--- src/hdl/wsr_pkg.sv ---
package wsr_pkg;

   // Field and register widths
   localparam int REV_BITS = 32;
   localparam int REVS_W   = 32;
   localparam int CIRC_W   = 12;
   localparam int HOLD_W   = 4;
   localparam int TIME_W   = 16;
   localparam int SPEED_W  = 10;
   localparam int RUN_W    = HOLD_W + 1;
   localparam int IDX_W    = 1;
   localparam int CSR_W    = CIRC_W;

   // Datapath widths: num = revdiff * circ * 2304, den = 625 * tdiff
   localparam int PROD_W = REV_BITS + CIRC_W;
   localparam int NUM_W  = PROD_W + 12;
   localparam int DEN_W  = TIME_W + 10;
   localparam int LIM_W  = DEN_W + 10;
   localparam int QUO_W  = SPEED_W;
   localparam int REM_W  = DEN_W + 1 + QUO_W;
   localparam int CNT_W  = $clog2(QUO_W);

   localparam logic [CIRC_W-1:0] CIRC_RESET = CIRC_W'(2130);
   localparam logic [HOLD_W-1:0] HOLD_RESET = HOLD_W'(2);
   localparam logic [DEN_W-1:0]  TIME_SCALE = DEN_W'(625);

   // Configuration register indexes
   localparam logic [IDX_W-1:0] CSR_CIRC = IDX_W'(0);
   localparam logic [IDX_W-1:0] CSR_HOLD = IDX_W'(1);

   typedef enum logic [2:0] {
      ST_IDLE,
      ST_CHECK,
      ST_MUL,
      ST_SCALE,
      ST_PREP,
      ST_DIV,
      ST_FIN
   } wsr_state_type;

   typedef struct packed {
      logic accept;
      logic clear_quo;
      logic mul;
      logic scale;
      logic prep;
      logic div_step;
      logic load_out;
   } wsr_cmd_type;

   typedef struct packed {
      logic emit_zero;
      logic emit_calc;
      logic div_skip;
      logic div_last;
   } wsr_sts_type;

endpackage

--- src/hdl/wsr_ctrl.sv ---
module wsr_ctrl (
   input  logic                 clock,
   input  logic                 reset,
   input  logic                 req_valid,
   output logic                 req_stall,
   output logic                 rsp_valid,
   input  logic                 rsp_stall,
   input  wsr_pkg::wsr_sts_type sts,
   output wsr_pkg::wsr_cmd_type cmd
);
   import wsr_pkg::*;

   wsr_state_type state_ff, state_in;
   logic          rsp_valid_ff, rsp_valid_in;

   always_ff @(posedge clock) begin
      if (reset) begin
         state_ff     <= ST_IDLE;
         rsp_valid_ff <= 1'b0;
      end else begin
         state_ff     <= state_in;
         rsp_valid_ff <= rsp_valid_in;
      end
   end

   always_comb begin
      state_in  = state_ff;
      cmd       = '0;
      req_stall = (state_ff != ST_IDLE);
      case (state_ff)
         ST_IDLE: begin
            if (req_valid) begin
               cmd.accept = 1'b1;
               state_in   = ST_CHECK;
            end
         end
         ST_CHECK: begin
            if (sts.emit_zero) begin
               cmd.clear_quo = 1'b1;
               state_in      = ST_FIN;
            end else if (sts.emit_calc) begin
               state_in = ST_MUL;
            end else begin
               state_in = ST_IDLE;
            end
         end
         ST_MUL: begin
            cmd.mul  = 1'b1;
            state_in = ST_SCALE;
         end
         ST_SCALE: begin
            cmd.scale = 1'b1;
            state_in  = ST_PREP;
         end
         ST_PREP: begin
            cmd.prep = 1'b1;
            state_in = sts.div_skip ? ST_FIN : ST_DIV;
         end
         ST_DIV: begin
            cmd.div_step = 1'b1;
            if (sts.div_last) begin
               state_in = ST_FIN;
            end
         end
         ST_FIN: begin
            // The output register takes the result once it is empty or being read.
            if (!rsp_valid_ff || !rsp_stall) begin
               cmd.load_out = 1'b1;
               state_in     = ST_IDLE;
            end
         end
         default: begin
            state_in = ST_IDLE;
         end
      endcase
      rsp_valid_in = (rsp_valid_ff && rsp_stall) || cmd.load_out;
   end

   assign rsp_valid = rsp_valid_ff;

endmodule

--- src/hdl/wsr_dp.sv ---
module wsr_dp (
   input  logic                          clock,
   input  logic                          reset,
   input  wsr_pkg::wsr_cmd_type          cmd,
   output wsr_pkg::wsr_sts_type          sts,
   input  logic                          csr_wr_en,
   input  logic [wsr_pkg::IDX_W-1:0]     csr_index,
   input  logic [wsr_pkg::CSR_W-1:0]     csr_wdata,
   input  logic                          req_wheel_present,
   input  logic [wsr_pkg::REVS_W-1:0]    req_wheel_revs,
   input  logic [wsr_pkg::TIME_W-1:0]    req_event_time,
   output logic [wsr_pkg::SPEED_W-1:0]   rsp_speed
);
   import wsr_pkg::*;

   // Configuration and sample history
   logic [CIRC_W-1:0]   circ_ff, circ_in;
   logic [HOLD_W-1:0]   hold_ff, hold_in;
   logic [REV_BITS-1:0] last_revs_ff, last_revs_in;
   logic [TIME_W-1:0]   last_time_ff, last_time_in;
   logic [RUN_W-1:0]    zero_run_ff, zero_run_in;
   logic                has_prior_ff, has_prior_in;
   logic                emit_zero_ff, emit_zero_in;
   logic                emit_calc_ff, emit_calc_in;

   // Arithmetic payload
   logic [REV_BITS-1:0] revdiff_ff, revdiff_in;
   logic [TIME_W-1:0]   tdiff_ff, tdiff_in;
   logic [PROD_W-1:0]   prod_ff, prod_in;
   logic [DEN_W-1:0]    den_ff, den_in;
   logic [NUM_W-1:0]    num_ff, num_in;
   logic [LIM_W-1:0]    lim_ff, lim_in;
   logic [REM_W-1:0]    rem_ff, rem_in;
   logic [REM_W-1:0]    dvs_ff, dvs_in;
   logic [QUO_W-1:0]    quo_ff, quo_in;
   logic [CNT_W-1:0]    cnt_ff, cnt_in;
   logic [SPEED_W-1:0]  speed_ff, speed_in;

   logic [REV_BITS-1:0] revs_new;
   logic [REV_BITS-1:0] revdiff_new;
   logic [RUN_W-1:0]    run_new;
   logic                over;
   logic                fits;
   logic [REM_W-1:0]    rem_sub;

   always_comb begin
      revs_new    = req_wheel_revs[REV_BITS-1:0];
      revdiff_new = revs_new - last_revs_ff;
      if (revdiff_new == '0) begin
         run_new = (zero_run_ff <= RUN_W'(hold_ff)) ? zero_run_ff + RUN_W'(1) : zero_run_ff;
      end else begin
         run_new = '0;
      end

      over    = (den_ff == '0) || (num_ff > NUM_W'(lim_ff));
      fits    = (rem_ff >= dvs_ff);
      rem_sub = rem_ff - dvs_ff;

      circ_in      = circ_ff;
      hold_in      = hold_ff;
      last_revs_in = last_revs_ff;
      last_time_in = last_time_ff;
      zero_run_in  = zero_run_ff;
      has_prior_in = has_prior_ff;
      emit_zero_in = emit_zero_ff;
      emit_calc_in = emit_calc_ff;
      revdiff_in   = revdiff_ff;
      tdiff_in     = tdiff_ff;
      prod_in      = prod_ff;
      den_in       = den_ff;
      num_in       = num_ff;
      lim_in       = lim_ff;
      rem_in       = rem_ff;
      dvs_in       = dvs_ff;
      quo_in       = quo_ff;
      cnt_in       = cnt_ff;
      speed_in     = speed_ff;

      if (csr_wr_en) begin
         if (csr_index == CSR_CIRC) begin
            circ_in = csr_wdata[CIRC_W-1:0];
         end else if (csr_index == CSR_HOLD) begin
            hold_in = csr_wdata[HOLD_W-1:0];
         end
      end

      if (cmd.accept) begin
         emit_zero_in = 1'b0;
         emit_calc_in = 1'b0;
         if (req_wheel_present) begin
            revdiff_in   = revdiff_new;
            tdiff_in     = req_event_time - last_time_ff;
            zero_run_in  = run_new;
            emit_zero_in = !has_prior_ff || (run_new > RUN_W'(hold_ff));
            emit_calc_in = has_prior_ff && (run_new == '0);
            last_revs_in = revs_new;
            last_time_in = req_event_time;
            has_prior_in = 1'b1;
         end
      end

      if (cmd.clear_quo) begin
         quo_in = '0;
      end

      if (cmd.mul) begin
         prod_in = PROD_W'(revdiff_ff) * PROD_W'(circ_ff);
         den_in  = DEN_W'(tdiff_ff) * TIME_SCALE;
      end

      if (cmd.scale) begin
         // 2304 = 2048 + 256 and 999 = 1024 - 16 - 8 - 1
         num_in = (NUM_W'(prod_ff) << 11) + (NUM_W'(prod_ff) << 8);
         lim_in = (LIM_W'(den_ff) << 10) - (LIM_W'(den_ff) << 4)
                - (LIM_W'(den_ff) << 3) - LIM_W'(den_ff);
      end

      if (cmd.prep) begin
         // Rounded quotient is floor((2*num + den) / (2*den)), below 2^QUO_W.
         rem_in = {num_ff[REM_W-2:0], 1'b0} + REM_W'(den_ff);
         dvs_in = REM_W'({den_ff, 1'b0}) << (QUO_W - 1);
         quo_in = '0;
         cnt_in = CNT_W'(QUO_W - 1);
      end

      if (cmd.div_step) begin
         if (fits) begin
            rem_in = rem_sub;
         end
         quo_in = {quo_ff[QUO_W-2:0], fits};
         dvs_in = dvs_ff >> 1;
         cnt_in = cnt_ff - CNT_W'(1);
      end

      if (cmd.load_out) begin
         speed_in = quo_ff;
      end
   end

   always_ff @(posedge clock) begin
      if (reset) begin
         circ_ff      <= CIRC_RESET;
         hold_ff      <= HOLD_RESET;
         last_revs_ff <= '0;
         last_time_ff <= '0;
         zero_run_ff  <= '0;
         has_prior_ff <= 1'b0;
         emit_zero_ff <= 1'b0;
         emit_calc_ff <= 1'b0;
      end else begin
         circ_ff      <= circ_in;
         hold_ff      <= hold_in;
         last_revs_ff <= last_revs_in;
         last_time_ff <= last_time_in;
         zero_run_ff  <= zero_run_in;
         has_prior_ff <= has_prior_in;
         emit_zero_ff <= emit_zero_in;
         emit_calc_ff <= emit_calc_in;
      end
   end

   always_ff @(posedge clock) begin
      revdiff_ff <= revdiff_in;
      tdiff_ff   <= tdiff_in;
      prod_ff    <= prod_in;
      den_ff     <= den_in;
      num_ff     <= num_in;
      lim_ff     <= lim_in;
      rem_ff     <= rem_in;
      dvs_ff     <= dvs_in;
      quo_ff     <= quo_in;
      cnt_ff     <= cnt_in;
      speed_ff   <= speed_in;
   end

   always_comb begin
      sts.emit_zero = emit_zero_ff;
      sts.emit_calc = emit_calc_ff;
      sts.div_skip  = over;
      sts.div_last  = (cnt_ff == '0);
   end

   assign rsp_speed = speed_ff;

endmodule

--- src/hdl/wheel_speed_from_revolutions.sv ---
// Wheel speed from cumulative revolution counts.
// The request channel carries one wheel measurement per item: a presence flag,
// the cumulative revolution count and the last wheel event time in 1/1024 s.
// The response channel carries the speed in km/h, rounded half up, 0 to 999.
// An item with the flag clear, or one that falls inside the zero-motion hold
// window, produces no response; every other item produces exactly one.
// One item is processed at a time. A computed speed passes through a decision
// state, a multiply stage, a scaling stage, a divider setup step, a restoring
// divider that yields one quotient bit per cycle and a final step that loads
// the result into the output register. A zero speed result goes from the
// decision straight to the load, and an over-range speed skips the divider
// after its setup. An item with no result returns to idle straight from the
// decision, where the next item can be taken. Requests are taken again once
// the result sits in the output register, even while the receiver stalls it;
// a second result waits in the datapath until that register is read. The csr
// port writes the circumference and the hold limit, and is used only while the
// block is idle: the user is bound to this, as the block itself does not
// enforce it. Reset (synchronous) restores the default registers and forgets
// the previous sample, so the next measurement reports zero.
module wheel_speed_from_revolutions (
   input  logic                          clock,
   input  logic                          reset,
   input  logic                          req_valid,
   output logic                          req_stall,
   input  logic                          req_wheel_present,
   input  logic [wsr_pkg::REVS_W-1:0]    req_wheel_revs,
   input  logic [wsr_pkg::TIME_W-1:0]    req_event_time,
   output logic                          rsp_valid,
   input  logic                          rsp_stall,
   output logic [wsr_pkg::SPEED_W-1:0]   rsp_speed,
   input  logic                          csr_wr_en,
   input  logic [wsr_pkg::IDX_W-1:0]     csr_index,
   input  logic [wsr_pkg::CSR_W-1:0]     csr_wdata
);
   import wsr_pkg::*;

   wsr_cmd_type cmd;
   wsr_sts_type sts;

   // The controller sequences the work and owns both handshakes.
   wsr_ctrl u_ctrl (
      .clock     (clock),
      .reset     (reset),
      .req_valid (req_valid),
      .req_stall (req_stall),
      .rsp_valid (rsp_valid),
      .rsp_stall (rsp_stall),
      .sts       (sts),
      .cmd       (cmd)
   );

   // The datapath holds the sample history, the configuration and the divider.
   wsr_dp u_dp (
      .clock             (clock),
      .reset             (reset),
      .cmd               (cmd),
      .sts               (sts),
      .csr_wr_en         (csr_wr_en),
      .csr_index         (csr_index),
      .csr_wdata         (csr_wdata),
      .req_wheel_present (req_wheel_present),
      .req_wheel_revs    (req_wheel_revs),
      .req_event_time    (req_event_time),
      .rsp_speed         (rsp_speed)
   );

endmodule

--- config.mk ---
export PLATFORM = sky130hd
export DESIGN_NAME = wheel_speed_from_revolutions
export DESIGN_NICKNAME = d
export VERILOG_FILES = /design/src/hdl/wsr_pkg.sv /design/src/hdl/wsr_ctrl.sv /design/src/hdl/wsr_dp.sv /design/src/hdl/wheel_speed_from_revolutions.sv
export SDC_FILE = /design/constraint.sdc
export NUM_CORES = 2
export LEC_CHECK = 0
export BUFFER_PORTS_ARGS = -buffer_cell sky130_fd_sc_hd__buf_4
export CAP_MARGIN = 20
export CORE_AREA = 2 2 284 286
export CTS_BUF_LIST = sky130_fd_sc_hd__clkbuf_4
export DETAILED_ROUTE_END_ITERATION = 10
export DIE_AREA = 0 0 286 288
export GPL_TIMING_DRIVEN = 0
export PLACE_DENSITY = 0.71
export SYNTH_ARGS = -nofsm -noshare
export SYNTH_HDL_FRONTEND = slang
export SYNTH_SLANG_ARGS = --single-unit
--- constraint.sdc ---
create_clock -name clock -period 8.57 [get_ports clock]
set_clock_uncertainty 0.1 [all_clocks]
set_input_delay 1.714 -clock clock [delete_from_list [all_inputs] [get_ports clock]]
set_output_delay 1.714 -clock clock [all_outputs]
set_load 0.01 [all_outputs]
==> impl_results.md <==
- Total gr overflow: 0
- Starting DRC count in detailed routing: roughly 1,900
- Cell count after placement: 5,372
- WP data required: around 9000 ps
- PostCTS Resize Cnt: 0
- Postcts setup bufs: 0
- Initial Util: about 48%
- Pwr/cell area: approximately 320 nW/um2
- Hold Path Sink: u_dp.rsp_speed[9]
- WL met1: roughly 41 mm
- Setup violations, final: 0
- Vias per inst: between 5 and 6
- # DRC: 0
- CTS buffer count: between 100 and 150
- Status: completed
- CTS sink cnt: approximately 380
- Top cell type's share of synthesized area: 20.4%
- Hold bufs inserted after CTS: 0
- Ys Warns: 0
- TritonRoute pass-1 iters: 6
- R2R Path End: u_dp.prod_ff[39]
- Clk root buf: clkbuf_4
- Primary FF master, synth: edfxtp_1
- Fin crit share: around 94%
- Die Ht: 288 um
- CTS tree: done
- Met3 wire len: around 5 mm
- RR Startpoint: u_dp.circ_ff[5]
- Port bufs: 77
- Crit path time final: around 8000 ps
- R2R setup slack: about 550 ps
- Die ar.: 82,400 um2
- Largest fanout on the critical path: 10
- Die Wd: around 290 um
- Final instance area: about 42,000 um2
- Synth-to-Final Area Change: 8.92%
- Area of the core: between 70,000 and 80,000 um2
- Clock network latency to the later pin of the worst-skew pair: just over 900 ps
- Maxcap violations: 0
- Ys async rst share: 0%
- # IOs: just under 80
- Startpoint types: flop
- Commonest non-fill, non-tap cells in the layout: inv_1 (681), nand2_1 (571), ha_1 (388), fa_1 (381), edfxtp_1 (262)
- Pre-CTS setup slack: roughly 620 ps
- Pin count of the biggest net entering global routing: 43
- Routed WL: between 90 and 100 mm
- Post-synthesis average cell area: between 9 and 10 um2
- Remaining antenna violation count: 0
- Hold Path Class: reg -> reg
- Syn Inst Count: between 4,000 and 5,000
- Clk pin slew, worst setup/hold paths: roughly 70 ps
- GP Congestion: 0.923
- Final Slew Violations: 0
- Fmax: ~0.12 GHz
- H-tree levels: 3
- Commonest non-fill, non-tap cell in the layout: inv_1
- Worst Reg-to-Reg Cells: 23
- Synth cell types: 81
- Crit path DAT: between 8000 and 9000 ps
- Synth area leader: edfxtp_1
- Ranking of synthesized cells by area: edfxtp_1 (20%), fa_1 (20%), ha_1 (13%), inv_1 (6.6%), dfxtp_1 (5.9%)
- Crit path kind: reg -> reg
- Total track usage: 23.5%
- Top routing layer in use: met5
- Row count: about 100
- Hold Vio Cnt, Final: 0
- Mapped Area: 38,500 um2
- CTS Buffer Depth: 3
- RSZ-0062 raised after global routing: no
- Syn_nets: ~5,000
- Share of cells above drive strength 1: 6.35%
- Metal2 WL: between 40 and 50 mm
- Worst-margin pin slew: around 980 ps
- Finished Layout Cells: 5,563
- Peak VDD IR: 278 uV
- Flops & latches, synth: 375
- Nets: 5,253
- DP Wirelength: between 70 and 80 mm
- Number of global-route vias before repair: between 20,000 and 30,000
- Final worst slack: 546 ps
- Area after DPL: just over 40,000 um2
- Vias: 29,700
- Endpoint class of the critical path: flop
- Hold path start: u_dp.quo_ff[9]
- Pleak: 19.2 nW
- Initial antenna violation count: 4
- Seq/Total Area, Yosys: 26.3%
- Slew headroom: between 30 and 40%
- WHS Path Cells: 0
- First-pass GRT wire length: 154 mm
- Post-DR wirelength/cell: about 17 um
- Number of flops mapped to enable cells by yosys: roughly 260
-- synthesized netlist by cell type, types with 26 or more instances --
library cell,n
nand2_1,571
edfxtp_1,262
nand3_1,62
clkbuf_1,132
nand2b_1,29
and2_1,117
o21a_1,27
a211oi_1,26
fa_1,381
a31oi_1,34
inv_1,681
a21oi_1,260
o21ai_0,162
xnor2_1,140
dfxtp_1,113
nor3_1,46
nand4_1,32
and3_1,39
a21o_1,128
xor2_1,65
o21bai_1,29
ha_1,388
nor2b_1,46
nor2_1,179
-- cells by family after synthesis --
group	count (synthesis)	share of synthesized area (%)
adder cells (fa/ha/maj)	769	32.4
AO/OA/AOI/OAI	820	13.5
XOR/XNOR	205	4.66
multiplexers	5	0.133
AND/OR/NAND/NOR	1226	15.0
flip-flops	375	26.3
buffers and inverters	823	8.02
-- cell type report --
type,count,area (um2)
clock inverter,51,308
multi-input combinational,3025,25300
antenna,2,5.00
inverter,683,2560
timing repair buffer,89,744
clock buffer,138,1040
tap,1060,1330
buffer,140,529
sequential,375,10100
fill,7419,37700
-- power by group --
group | internal (W) | switching, W
clock network | 0.000826 | 0.000815
registers | 0.00266 | 0.000194
logic | 0.00383 | 0.00521
-- through the flow --
stage / hold WS, ps / power [W] / TNS (ps) / utilization (%)
2_1_floorplan: 300 / 0.00985 / 0 / -
3_3_place_gp: 305 / 0.0117 / -76.9 / 50.8
3_5_place_dp: 305 / 0.0119 / 0 / 51.0
4_1_cts: 348 / 0.0136 / 0 / 52.7
5_1_grt: 359 / 0.0150 / 0 / 52.7
6_report: 349 / 0.0135 / 0 / 52.7
-- state kept, by name, summed over array words and instances, names as in the netlist --
| signal | cells |
|---|---|
| u_dp.emit_calc_ff | 1 |
| u_dp.cnt_ff | 4 |
| u_dp.den_ff | 26 |
| u_ctrl.state_ff | 3 |
| u_dp.dvs_ff | 36 |
| u_dp.emit_zero_ff | 1 |
| u_dp.prod_ff | 44 |
| u_dp.revdiff_ff | 32 |
| u_dp.rem_ff | 37 |
| u_dp.hold_ff | 4 |
| u_dp.zero_run_ff | 5 |
| u_dp.quo_ff | 10 |
| u_dp.last_revs_ff | 32 |
| u_dp.num_ff | 48 |
| u_dp.rsp_speed | 10 |
| u_dp.last_time_ff | 16 |
| u_dp.circ_ff | 12 |
| u_ctrl.rsp_valid | 1 |
| u_dp.tdiff_ff | 16 |
| u_dp.lim_ff | 36 |
| u_dp.has_prior_ff | 1 |
-- routing by layer --
layer	vias up	track usage [%]
li1	14500	-
met1	14200	29.4
met2	770	40.5
met3	201	3.57
met4	2	9.86
met5	-	0
-- worst max-delay path, cell delays in order, from the launching register on --
cell and delay (ps):
dfxtp_1 580, clkbuf_1 580, nand2_1 220, fa_1 580, inv_1 50, fa_1 500
ha_1 340, fa_1 540, inv_1 60, fa_1 520, inv_1 50, ha_1 340
o21a_1 120, o21ai_0 230, nor3_1 90, nor4_1 480, buf_2 280, o211ai_1 140
a221oi_1 600, o31ai_1 330, a41o_1 350, a311o_1 370, a21oi_1 190, xnor2_1 80
-- worst max path at each step --
| stage | startpoint | endpoint | slack, ps | cells after the start |
|---|---|---|---|---|
| final | u_dp.circ_ff[5] | u_dp.prod_ff[39] | 550 | 23 |
| after global routing | u_dp.circ_ff[5] | u_dp.prod_ff[39] | 120 | 23 |
| after CTS | u_dp.circ_ff[5] | u_dp.prod_ff[39] | 510 | 23 |
| after detailed placement | u_dp.circ_ff[5] | u_dp.prod_ff[39] | 620 | 23 |
| after global placement | u_ctrl.state_ff[0] | u_dp.den_ff[3] | -5 | 4 |
| after floorplan | u_dp.circ_ff[8] | u_dp.prod_ff[39] | 1890 | 22 |
Power figures use the tool's default switching activity.
